**config.mk**
```make
export PLATFORM = sky130hd
export DESIGN_NAME = integer_literal_parser
export DESIGN_NICKNAME = d
export VERILOG_FILES = /design/src/rtl/ilp_pkg.sv /design/src/rtl/ilp_step.sv /design/src/rtl/integer_literal_parser.sv
export SDC_FILE = /design/constraint.sdc
export NUM_CORES = 1
export LEC_CHECK = 0
export ABC_AREA = 0
export BUFFER_PORTS_ARGS = -buffer_cell sky130_fd_sc_hd__clkbuf_2
export CAP_MARGIN = 20
export CORE_MARGIN = 1
export CORE_UTILIZATION = 64
export CTS_CLUSTER_SIZE = 14
export DETAILED_ROUTE_END_ITERATION = 8
export PLACE_DENSITY = 0.82
export SLEW_MARGIN = 40
export SYNTH_ARGS = -nofsm -noshare
export SYNTH_HDL_FRONTEND = slang
export SYNTH_SLANG_ARGS = --single-unit
export TNS_END_PERCENT = 30
```
**constraint.sdc**
```tcl
create_clock -name clock -period 7.7 [get_ports clock]
set_clock_uncertainty 0.05 [all_clocks]
set_input_delay 0.77 -clock clock [delete_from_list [all_inputs] [get_ports clock]]
set_output_delay 0.77 -clock clock [all_outputs]
set_load 0.1 [all_outputs]
```
**src/rtl/ilp_pkg.sv**
```systemverilog
// Shared types, character codes and helpers for the integer literal parser.
`default_nettype none
package ilp_pkg;

   localparam logic [1:0] MODE_DEC = 2'd0;
   localparam logic [1:0] MODE_HEX = 2'd1;
   localparam logic [1:0] MODE_BIN = 2'd2;

   localparam logic [4:0] NO_DIGIT = 5'd16;
   localparam logic [2:0] COUNT_MAX = 3'd7;
   localparam logic [2:0] HEAD_DEPTH = 3'd6;

   localparam logic [7:0] CH_MINUS = "-";
   localparam logic [7:0] CH_QUOTE = "'";
   localparam logic [7:0] CH_BSLASH = "\\";
   localparam logic [7:0] CH_ZERO = "0";
   localparam logic [7:0] CH_LC_X = "x";
   localparam logic [7:0] CH_LC_B = "b";
   localparam logic [7:0] CH_LC_A = "a";
   localparam logic [7:0] CH_LC_T = "t";
   localparam logic [7:0] CH_LC_N = "n";
   localparam logic [7:0] CH_LC_R = "r";
   localparam logic [7:0] CH_LC_U = "u";
   localparam logic [7:0] CH_LC_E = "e";
   localparam logic [7:0] CH_LC_F = "f";
   localparam logic [7:0] CH_LC_L = "l";
   localparam logic [7:0] CH_LC_S = "s";

   localparam logic [7:0] ESC_BELL = 8'd7;
   localparam logic [7:0] ESC_BACKSPACE = 8'd8;
   localparam logic [7:0] ESC_TAB = 8'd9;
   localparam logic [7:0] ESC_NEWLINE = 8'd10;
   localparam logic [7:0] ESC_RETURN = 8'd13;

   typedef struct packed {
      logic [2:0]      count;
      logic [5:0][7:0] head;
      logic [1:0]      mode;
      logic            negative;
      logic            digit_err;
   } ilp_state_type;

   localparam ilp_state_type STATE_RESET = '{
      count: 3'd0, head: '0, mode: MODE_DEC, negative: 1'b0, digit_err: 1'b0
   };

   // digit value of a hex character, NO_DIGIT otherwise
   function automatic logic [4:0] hex_val(input logic [7:0] c);
      logic [4:0] v;
      v = NO_DIGIT;
      if (c >= "0" && c <= "9") v = 5'(c - "0");
      else if (c >= "a" && c <= "f") v = 5'(c - "a" + 8'd10);
      else if (c >= "A" && c <= "F") v = 5'(c - "A" + 8'd10);
      return v;
   endfunction

endpackage
`default_nettype wire

```
**src/rtl/ilp_step.sv**
```systemverilog
// Per-character state update and end-of-literal classification.
`default_nettype none
module ilp_step
   import ilp_pkg::*;
#(
   parameter int VALUE_BITS = 64
) (
   input  wire logic [7:0]            step_char,
   input  wire ilp_state_type         state_cur,
   input  wire logic [VALUE_BITS-1:0] acc_cur,
   output ilp_state_type              state_nxt,
   output logic [VALUE_BITS-1:0]      acc_nxt,
   output logic                       res_valid,
   output logic signed [63:0]         res_value
);

   logic [2:0]            pos;
   logic [4:0]            dig;
   logic [4:0]            radix;
   logic                  do_digit;
   logic [VALUE_BITS-1:0] acc_step;
   logic [VALUE_BITS-1:0] num_val;
   logic [5:0][7:0]       h;
   logic [4:0]            hx_hi;
   logic [4:0]            hx_lo;

   always_comb begin
      pos = state_cur.count;
      state_nxt = state_cur;
      acc_nxt = acc_cur;
      do_digit = 1'b0;

      if (pos < HEAD_DEPTH) state_nxt.head[pos] = step_char;

      dig = hex_val(step_char);
      case (state_cur.mode)
         MODE_HEX: begin
            radix = 5'd16;
            acc_step = {acc_cur[VALUE_BITS-5:0], dig[3:0]};
         end
         MODE_BIN: begin
            radix = 5'd2;
            acc_step = {acc_cur[VALUE_BITS-2:0], dig[0]};
         end
         default: begin
            // x*10 = x*8 + x*2
            radix = 5'd10;
            acc_step = {acc_cur[VALUE_BITS-4:0], 3'b000}
                     + {acc_cur[VALUE_BITS-2:0], 1'b0}
                     + VALUE_BITS'(dig);
         end
      endcase

      if (pos == 3'd0) begin
         if (step_char == CH_MINUS) state_nxt.negative = 1'b1;
         else do_digit = 1'b1;
      end else if (pos == 3'd1 && state_cur.head[0] == CH_ZERO
                   && (step_char == CH_LC_X || step_char == CH_LC_B)) begin
         state_nxt.mode = (step_char == CH_LC_X) ? MODE_HEX : MODE_BIN;
         acc_nxt = '0;
      end else begin
         do_digit = 1'b1;
      end

      if (do_digit) begin
         if (dig >= radix) state_nxt.digit_err = 1'b1;
         else acc_nxt = acc_step;
      end

      state_nxt.count = (pos == COUNT_MAX) ? COUNT_MAX : pos + 3'd1;

      // classification as if this character closes the literal (pos = len-1)
      h = state_nxt.head;
      hx_hi = hex_val(h[3]);
      hx_lo = hex_val(h[4]);
      num_val = state_cur.negative ? (VALUE_BITS'(0) - acc_nxt) : acc_nxt;
      res_valid = 1'b0;
      res_value = '0;
      if (pos == 3'd3 && h[0] == CH_LC_T && h[1] == CH_LC_R && h[2] == CH_LC_U
          && h[3] == CH_LC_E) begin
         res_valid = 1'b1;
         res_value = 64'd1;
      end else if (pos == 3'd4 && h[0] == CH_LC_F && h[1] == CH_LC_A
                   && h[2] == CH_LC_L && h[3] == CH_LC_S && h[4] == CH_LC_E) begin
         res_valid = 1'b1;
      end else if (pos == 3'd2 && h[0] == CH_QUOTE && h[1] != CH_BSLASH
                   && h[2] == CH_QUOTE) begin
         res_valid = 1'b1;
         res_value = 64'(h[1]);
      end else if (pos == 3'd3 && h[0] == CH_QUOTE && h[1] == CH_BSLASH
                   && h[3] == CH_QUOTE) begin
         res_valid = 1'b1;
         case (h[2])
            CH_LC_A: res_value = 64'(ESC_BELL);
            CH_LC_B: res_value = 64'(ESC_BACKSPACE);
            CH_LC_T: res_value = 64'(ESC_TAB);
            CH_LC_N: res_value = 64'(ESC_NEWLINE);
            CH_LC_R: res_value = 64'(ESC_RETURN);
            default: res_valid = 1'b0;
         endcase
      end else if (pos == 3'd5 && h[0] == CH_QUOTE && h[1] == CH_BSLASH
                   && h[2] == CH_LC_X && h[5] == CH_QUOTE) begin
         if (hx_hi != NO_DIGIT && hx_lo != NO_DIGIT) begin
            res_valid = 1'b1;
            res_value = 64'({hx_hi[3:0], hx_lo[3:0]});
         end
      end else if (!state_nxt.digit_err) begin
         res_valid = 1'b1;
         res_value = 64'(signed'(num_val));
      end
   end

endmodule
`default_nettype wire

```
**src/rtl/integer_literal_parser.sv**
```systemverilog
// Top level of the integer literal parser: input stage, parse state, result register.
`default_nettype none
// channel   direction  ports                               item
// req       in         req_valid/req_stall, char, last     one literal character
// rsp       out        rsp_valid/rsp_stall, valid, value   one parsed literal
//
// One character per cycle while req_stall is low; after the last character is
// accepted, it passes the input register, then the result register, which
// drives rsp_valid.
// Synchronous active-high reset clears the pipeline and the parse state.
// rsp_stall holds the result register and, once the input stage is full,
// raises req_stall in the same cycle.
module integer_literal_parser
   import ilp_pkg::*;
#(
   parameter int VALUE_BITS = 64
) (
   input  wire logic              clock,
   input  wire logic              reset,
   input  wire logic              req_valid,
   output logic                   req_stall,
   input  wire logic [7:0]        req_char_code,
   input  wire logic              req_last_char,
   output logic                   rsp_valid,
   input  wire logic              rsp_stall,
   output logic                   rsp_is_valid,
   output logic signed [63:0]     rsp_result_value
);

   logic                  s1_valid_ff, s1_valid_in;
   logic [7:0]            s1_char_ff;
   logic                  s1_last_ff;
   ilp_state_type         state_ff, state_in;
   logic [VALUE_BITS-1:0] acc_ff, acc_in;
   logic                  out_valid_ff, out_valid_in;
   logic                  out_is_valid_ff;
   logic signed [63:0]    out_value_ff;

   ilp_state_type         state_nxt;
   logic [VALUE_BITS-1:0] acc_nxt;
   logic                  res_valid;
   logic signed [63:0]    res_value;
   logic                  advance;
   logic                  s1_load;
   logic                  fire;

   ilp_step #(
      .VALUE_BITS(VALUE_BITS)
   ) u_step (
      .step_char (s1_char_ff),
      .state_cur (state_ff),
      .acc_cur   (acc_ff),
      .state_nxt (state_nxt),
      .acc_nxt   (acc_nxt),
      .res_valid (res_valid),
      .res_value (res_value)
   );

   assign advance = !out_valid_ff || !rsp_stall;
   assign s1_load = !s1_valid_ff || advance;
   assign req_stall = !s1_load;
   assign fire = s1_valid_ff && advance;

   always_comb begin
      s1_valid_in = s1_load ? req_valid : s1_valid_ff;
      out_valid_in = advance ? (s1_valid_ff && s1_last_ff) : out_valid_ff;
      state_in = state_ff;
      acc_in = acc_ff;
      if (fire) begin
         // state restarts after every literal
         state_in = s1_last_ff ? STATE_RESET : state_nxt;
         acc_in = s1_last_ff ? '0 : acc_nxt;
      end
   end

   always_ff @(posedge clock) begin
      if (reset) begin
         s1_valid_ff <= 1'b0;
         out_valid_ff <= 1'b0;
         state_ff <= STATE_RESET;
         acc_ff <= '0;
      end else begin
         s1_valid_ff <= s1_valid_in;
         out_valid_ff <= out_valid_in;
         state_ff <= state_in;
         acc_ff <= acc_in;
      end
   end

   always_ff @(posedge clock) begin
      if (s1_load) begin
         s1_char_ff <= req_char_code;
         s1_last_ff <= req_last_char;
      end
      if (fire && s1_last_ff) begin
         out_is_valid_ff <= res_valid;
         out_value_ff <= res_value;
      end
   end

   assign rsp_valid = out_valid_ff;
   assign rsp_is_valid = out_is_valid_ff;
   assign rsp_result_value = out_value_ff;

endmodule
`default_nettype wire
```
==> reports/results.ini <==
[run_status]
outcome = finished, final reports clean

[yosys]
synth_top_area_cell = dfxtp_1
synth_edf_count = 74
yosysUniqueCellTypes = 93
syn_nets = 2459
ys_seq_elements = 195
synthFlopType = dfxtp_1
synthArstFlopShare_pct = 0
synth_top_area_share_pct = 13.5
synth-seq-area-share_pct = 25.9
ys_top_cells_by_area = dfxtp_1 (14%), edfxtp_1 (12%), ha_1 (10%)
syn_area_mm2 = 0.0179
syn_avg_cell_area_um2 = 7.79
syn_inst = 2299
ys_warn_count = 0

[worst_setup_path]
slowest_delay_ns = 0.71
slowest_stage = a2111oi_0
start_kind = flop
worstPathCellList = or4b_4 -> a2111oi_2 -> a2bb2oi_2 -> ha_1 -> ha_1 -> fa_1 -> o21ai_0 -> o21ai_0 -> a2111oi_0 -> and3_1 -> nand3_1 -> mux2i_1 -> nor4b_1 -> nand4_1 -> nor3_1 -> nand3_1 -> o41a_1 -> xor2_1 -> nor2b_1
crit_path_end_kind = flop
arrival_ns = 7.52
crit_family = simple AND/OR/NAND/NOR gates
crit_type = flop to flop
cp.required_ns = 7.83
cp_max_fo = 12
path_buf_inv = 0

[clocking]
htreeDepth = 4
cts_root_buf = clkbuf_16
clk_pin_slew_ns = 0.09
clock_path_buffers = 2
post_cts_buffers = 0
clk_latency_ns = 0.46
tritoncts = done
cts_buffers = 17
clock_sinks = 195

[die]
core-area_mm2 = 0.0272
die_w_um = 169
fp-row-count = 60
ios = 80
die_h_um = 169
start_util_pct = 65.9
die_area_mm2 = 0.0287

[global_routing]
grt_max_degree = 86
grt_overflow = 0
grt_pass1_vias = 18300
antenna_found_initial = 0
grt_use_total_pct = 44.4
grt_pass1_wl_um = 99600

[detailed_routing]
vias_per_cell = 7.32
drt_iter0_markers = 2662
num_vias = 19600
first_pass_iters = 6
postRouteAntennaNets = 0
drc = 0
wl_um = 64400
routedWlPerCell_um = 24.0

[place]
dp_hpwl_um = 46500
place_ws_ns = 0.433
gp_congestion = 1.04
port_buffers = 79

[worst_hold_path]
hp-class = input port to flop

[power_and_ir_drop]
peakVddDrop_v = 0.000109
power_mw = 2.27
power_density_mw_per_mm2 = 118
p_leak_nw = 7.78

[cells_and_area]
fillers = 2259
drive_gt1_share_pct = 10.3
synthToLayoutAreaGrowth_pct = 7.68
diodes = 0
utilization_pct = 71.0
nNetsFinal = 2458

[sta]
setup_violations = 0
period_minus_slack_ns = 7.39
timing.slew.headroom_pct = 40.1
tightest_slew_ns = 0.888
rsz0062_at_grt = false
finalHoldViolCount = 0
holdWs_ns = 0.433
worst_slack_ns = 0.314
fin_crit_sh_pct = 95.9
drv_slew = 0
max_freq_mhz = 135
fin_tns_setup_ns = 0

[run]
cap_violations = 0

==> metrics by stage <==
| step | cell area, um2 | std cells |
|---|---|---|
| floorplan | 17900 | 2299 |
| global placement | 18600 | 2650 |
| detailed placement | 18700 | 2650 |
| CTS | 19300 | 2682 |
| global route | 19300 | 2683 |
| finish | 19300 | 2683 |
==> layout by cell type (no fill, tap or decap), drive strengths merged, types with 12 or more instances in the layout <==
cell / n
and3: 18
or2: 17
mux2i: 41
nor3: 77
nor4: 19
nor2: 327
or3: 32
nor2b: 22
edfxtp: 74
ha: 145
o31ai: 26
xnor2: 35
a221o: 15
buf: 51
nand4: 41
o21a: 20
inv: 46
dfxtp: 121
o21ai: 146
a22oi: 94
a31oi: 33
a211oi: 23
mux2: 14
nand2b: 29
a32oi: 14
a2111oi: 12
a21oi: 177
nand3: 34
xor2: 49
and2: 12
o211ai: 19
a21o: 26
a221oi: 44
clkbuf: 95
nand2: 181
==> worst paths after layout <==
path,start,slack (ns),end,depth (start not counted)
min reg2reg,state_ff[32],0.46,state_ff[32],2
max,s1_char_ff[7],0.31,rsp_result_value[62],19
min,req_last_char,0.43,s1_last_ff,1
max reg2reg,s1_char_ff[7],0.31,rsp_result_value[62],19
==> worst reg2reg max path, cell delays in order (launching register included) <==
cell       delay (ns)
edfxtp_1         0.57
or4b_4           0.59
a2111oi_2        0.40
a2bb2oi_2        0.29
ha_1             0.29
ha_1             0.24
fa_1             0.47
o21ai_0          0.18
o21ai_0          0.14
a2111oi_0        0.71
and3_1           0.30
nand3_1          0.08
mux2i_1          0.33
nor4b_1          0.51
nand4_1          0.37
nor3_1           0.44
nand3_1          0.36
o41a_1           0.49
xor2_1           0.17
nor2b_1          0.13
==> final cells by class <==
type	count	area [um2]	area share, %
clock buffer	17	425	2.21
timing repair buffer	129	788	4.09
tap	372	465	2.41
clock inverter	15	181	0.941
multi-input combinational	1915	12600	65.5
inverter	40	150	0.778
sequential	195	4650	24.1
==> registers in the layout, summed over array words and instances, names as in the netlist <==
signal            flops
s1_char_ff            8
rsp_is_valid          1
acc_ff               64
rsp_valid             1
s1_valid_ff           1
state_ff             55
rsp_result_value     64
s1_last_ff            1
==> power by group <==
part / total, mW / internal [mW] / switching, mW
Combinational: 0.253 / 0.0563 / 0.197
Sequential: 1.09 / 1.08 / 0.0102
Clock: 0.933 / 0.445 / 0.489
==> timing repair <==
| item | CTS | global route |
|---|---|---|
| hold buffers | 0 | 0 |
| endpoints found under the hold margin | 0 | 0 |
| endpoints found under the setup margin | 0 | 6 |
| gates resized for setup | 0 | 2 |
==> cell usage after synthesis (17+ instances only) <==
cell and number:
inv_1 37, o21ai_0 140, and3_1 18, a31oi_1 33
mux2i_1 41, a21oi_1 177, a21o_1 26, a22oi_1 94
o21a_1 20, nor4_1 19, xor2_1 49, buf_1 17
nand2b_1 29, nand2_1 181, nor2b_1 22, a221oi_1 44
xnor2_1 35, nor3_1 75, or3_1 30, nor2_1 327
ha_1 145, o31ai_1 26, nand4_1 41, nand3_1 34
dfxtp_1 121, a211oi_1 21, edfxtp_1 74, o211ai_1 18
clkbuf_1 126
==> per-layer routing <==
layer	vias up	wire length (um)	track usage [%]
met5	-	0	0
met4	0	3830	25.8
met3	294	7480	8.70
met2	1429	28100	68.7
met1	9182	25000	57.5
li1	8732	-	-
==> cells by family after synthesis <==
| family | count (synthesis) | share of synthesized area [%] |
|---|---|---|
| DFF | 195 | 25.9 |
| muxes | 55 | 3.17 |
| buffers and inverters | 189 | 4.05 |
| AOI/OAI and AO/OA | 760 | 29.0 |
| adders and majority gates | 147 | 10.4 |
| and+or+nand+nor | 869 | 23.4 |
| xor gates and xnor gates | 84 | 4.11 |
No activity file was read; power rests on OpenSTA's default activity.
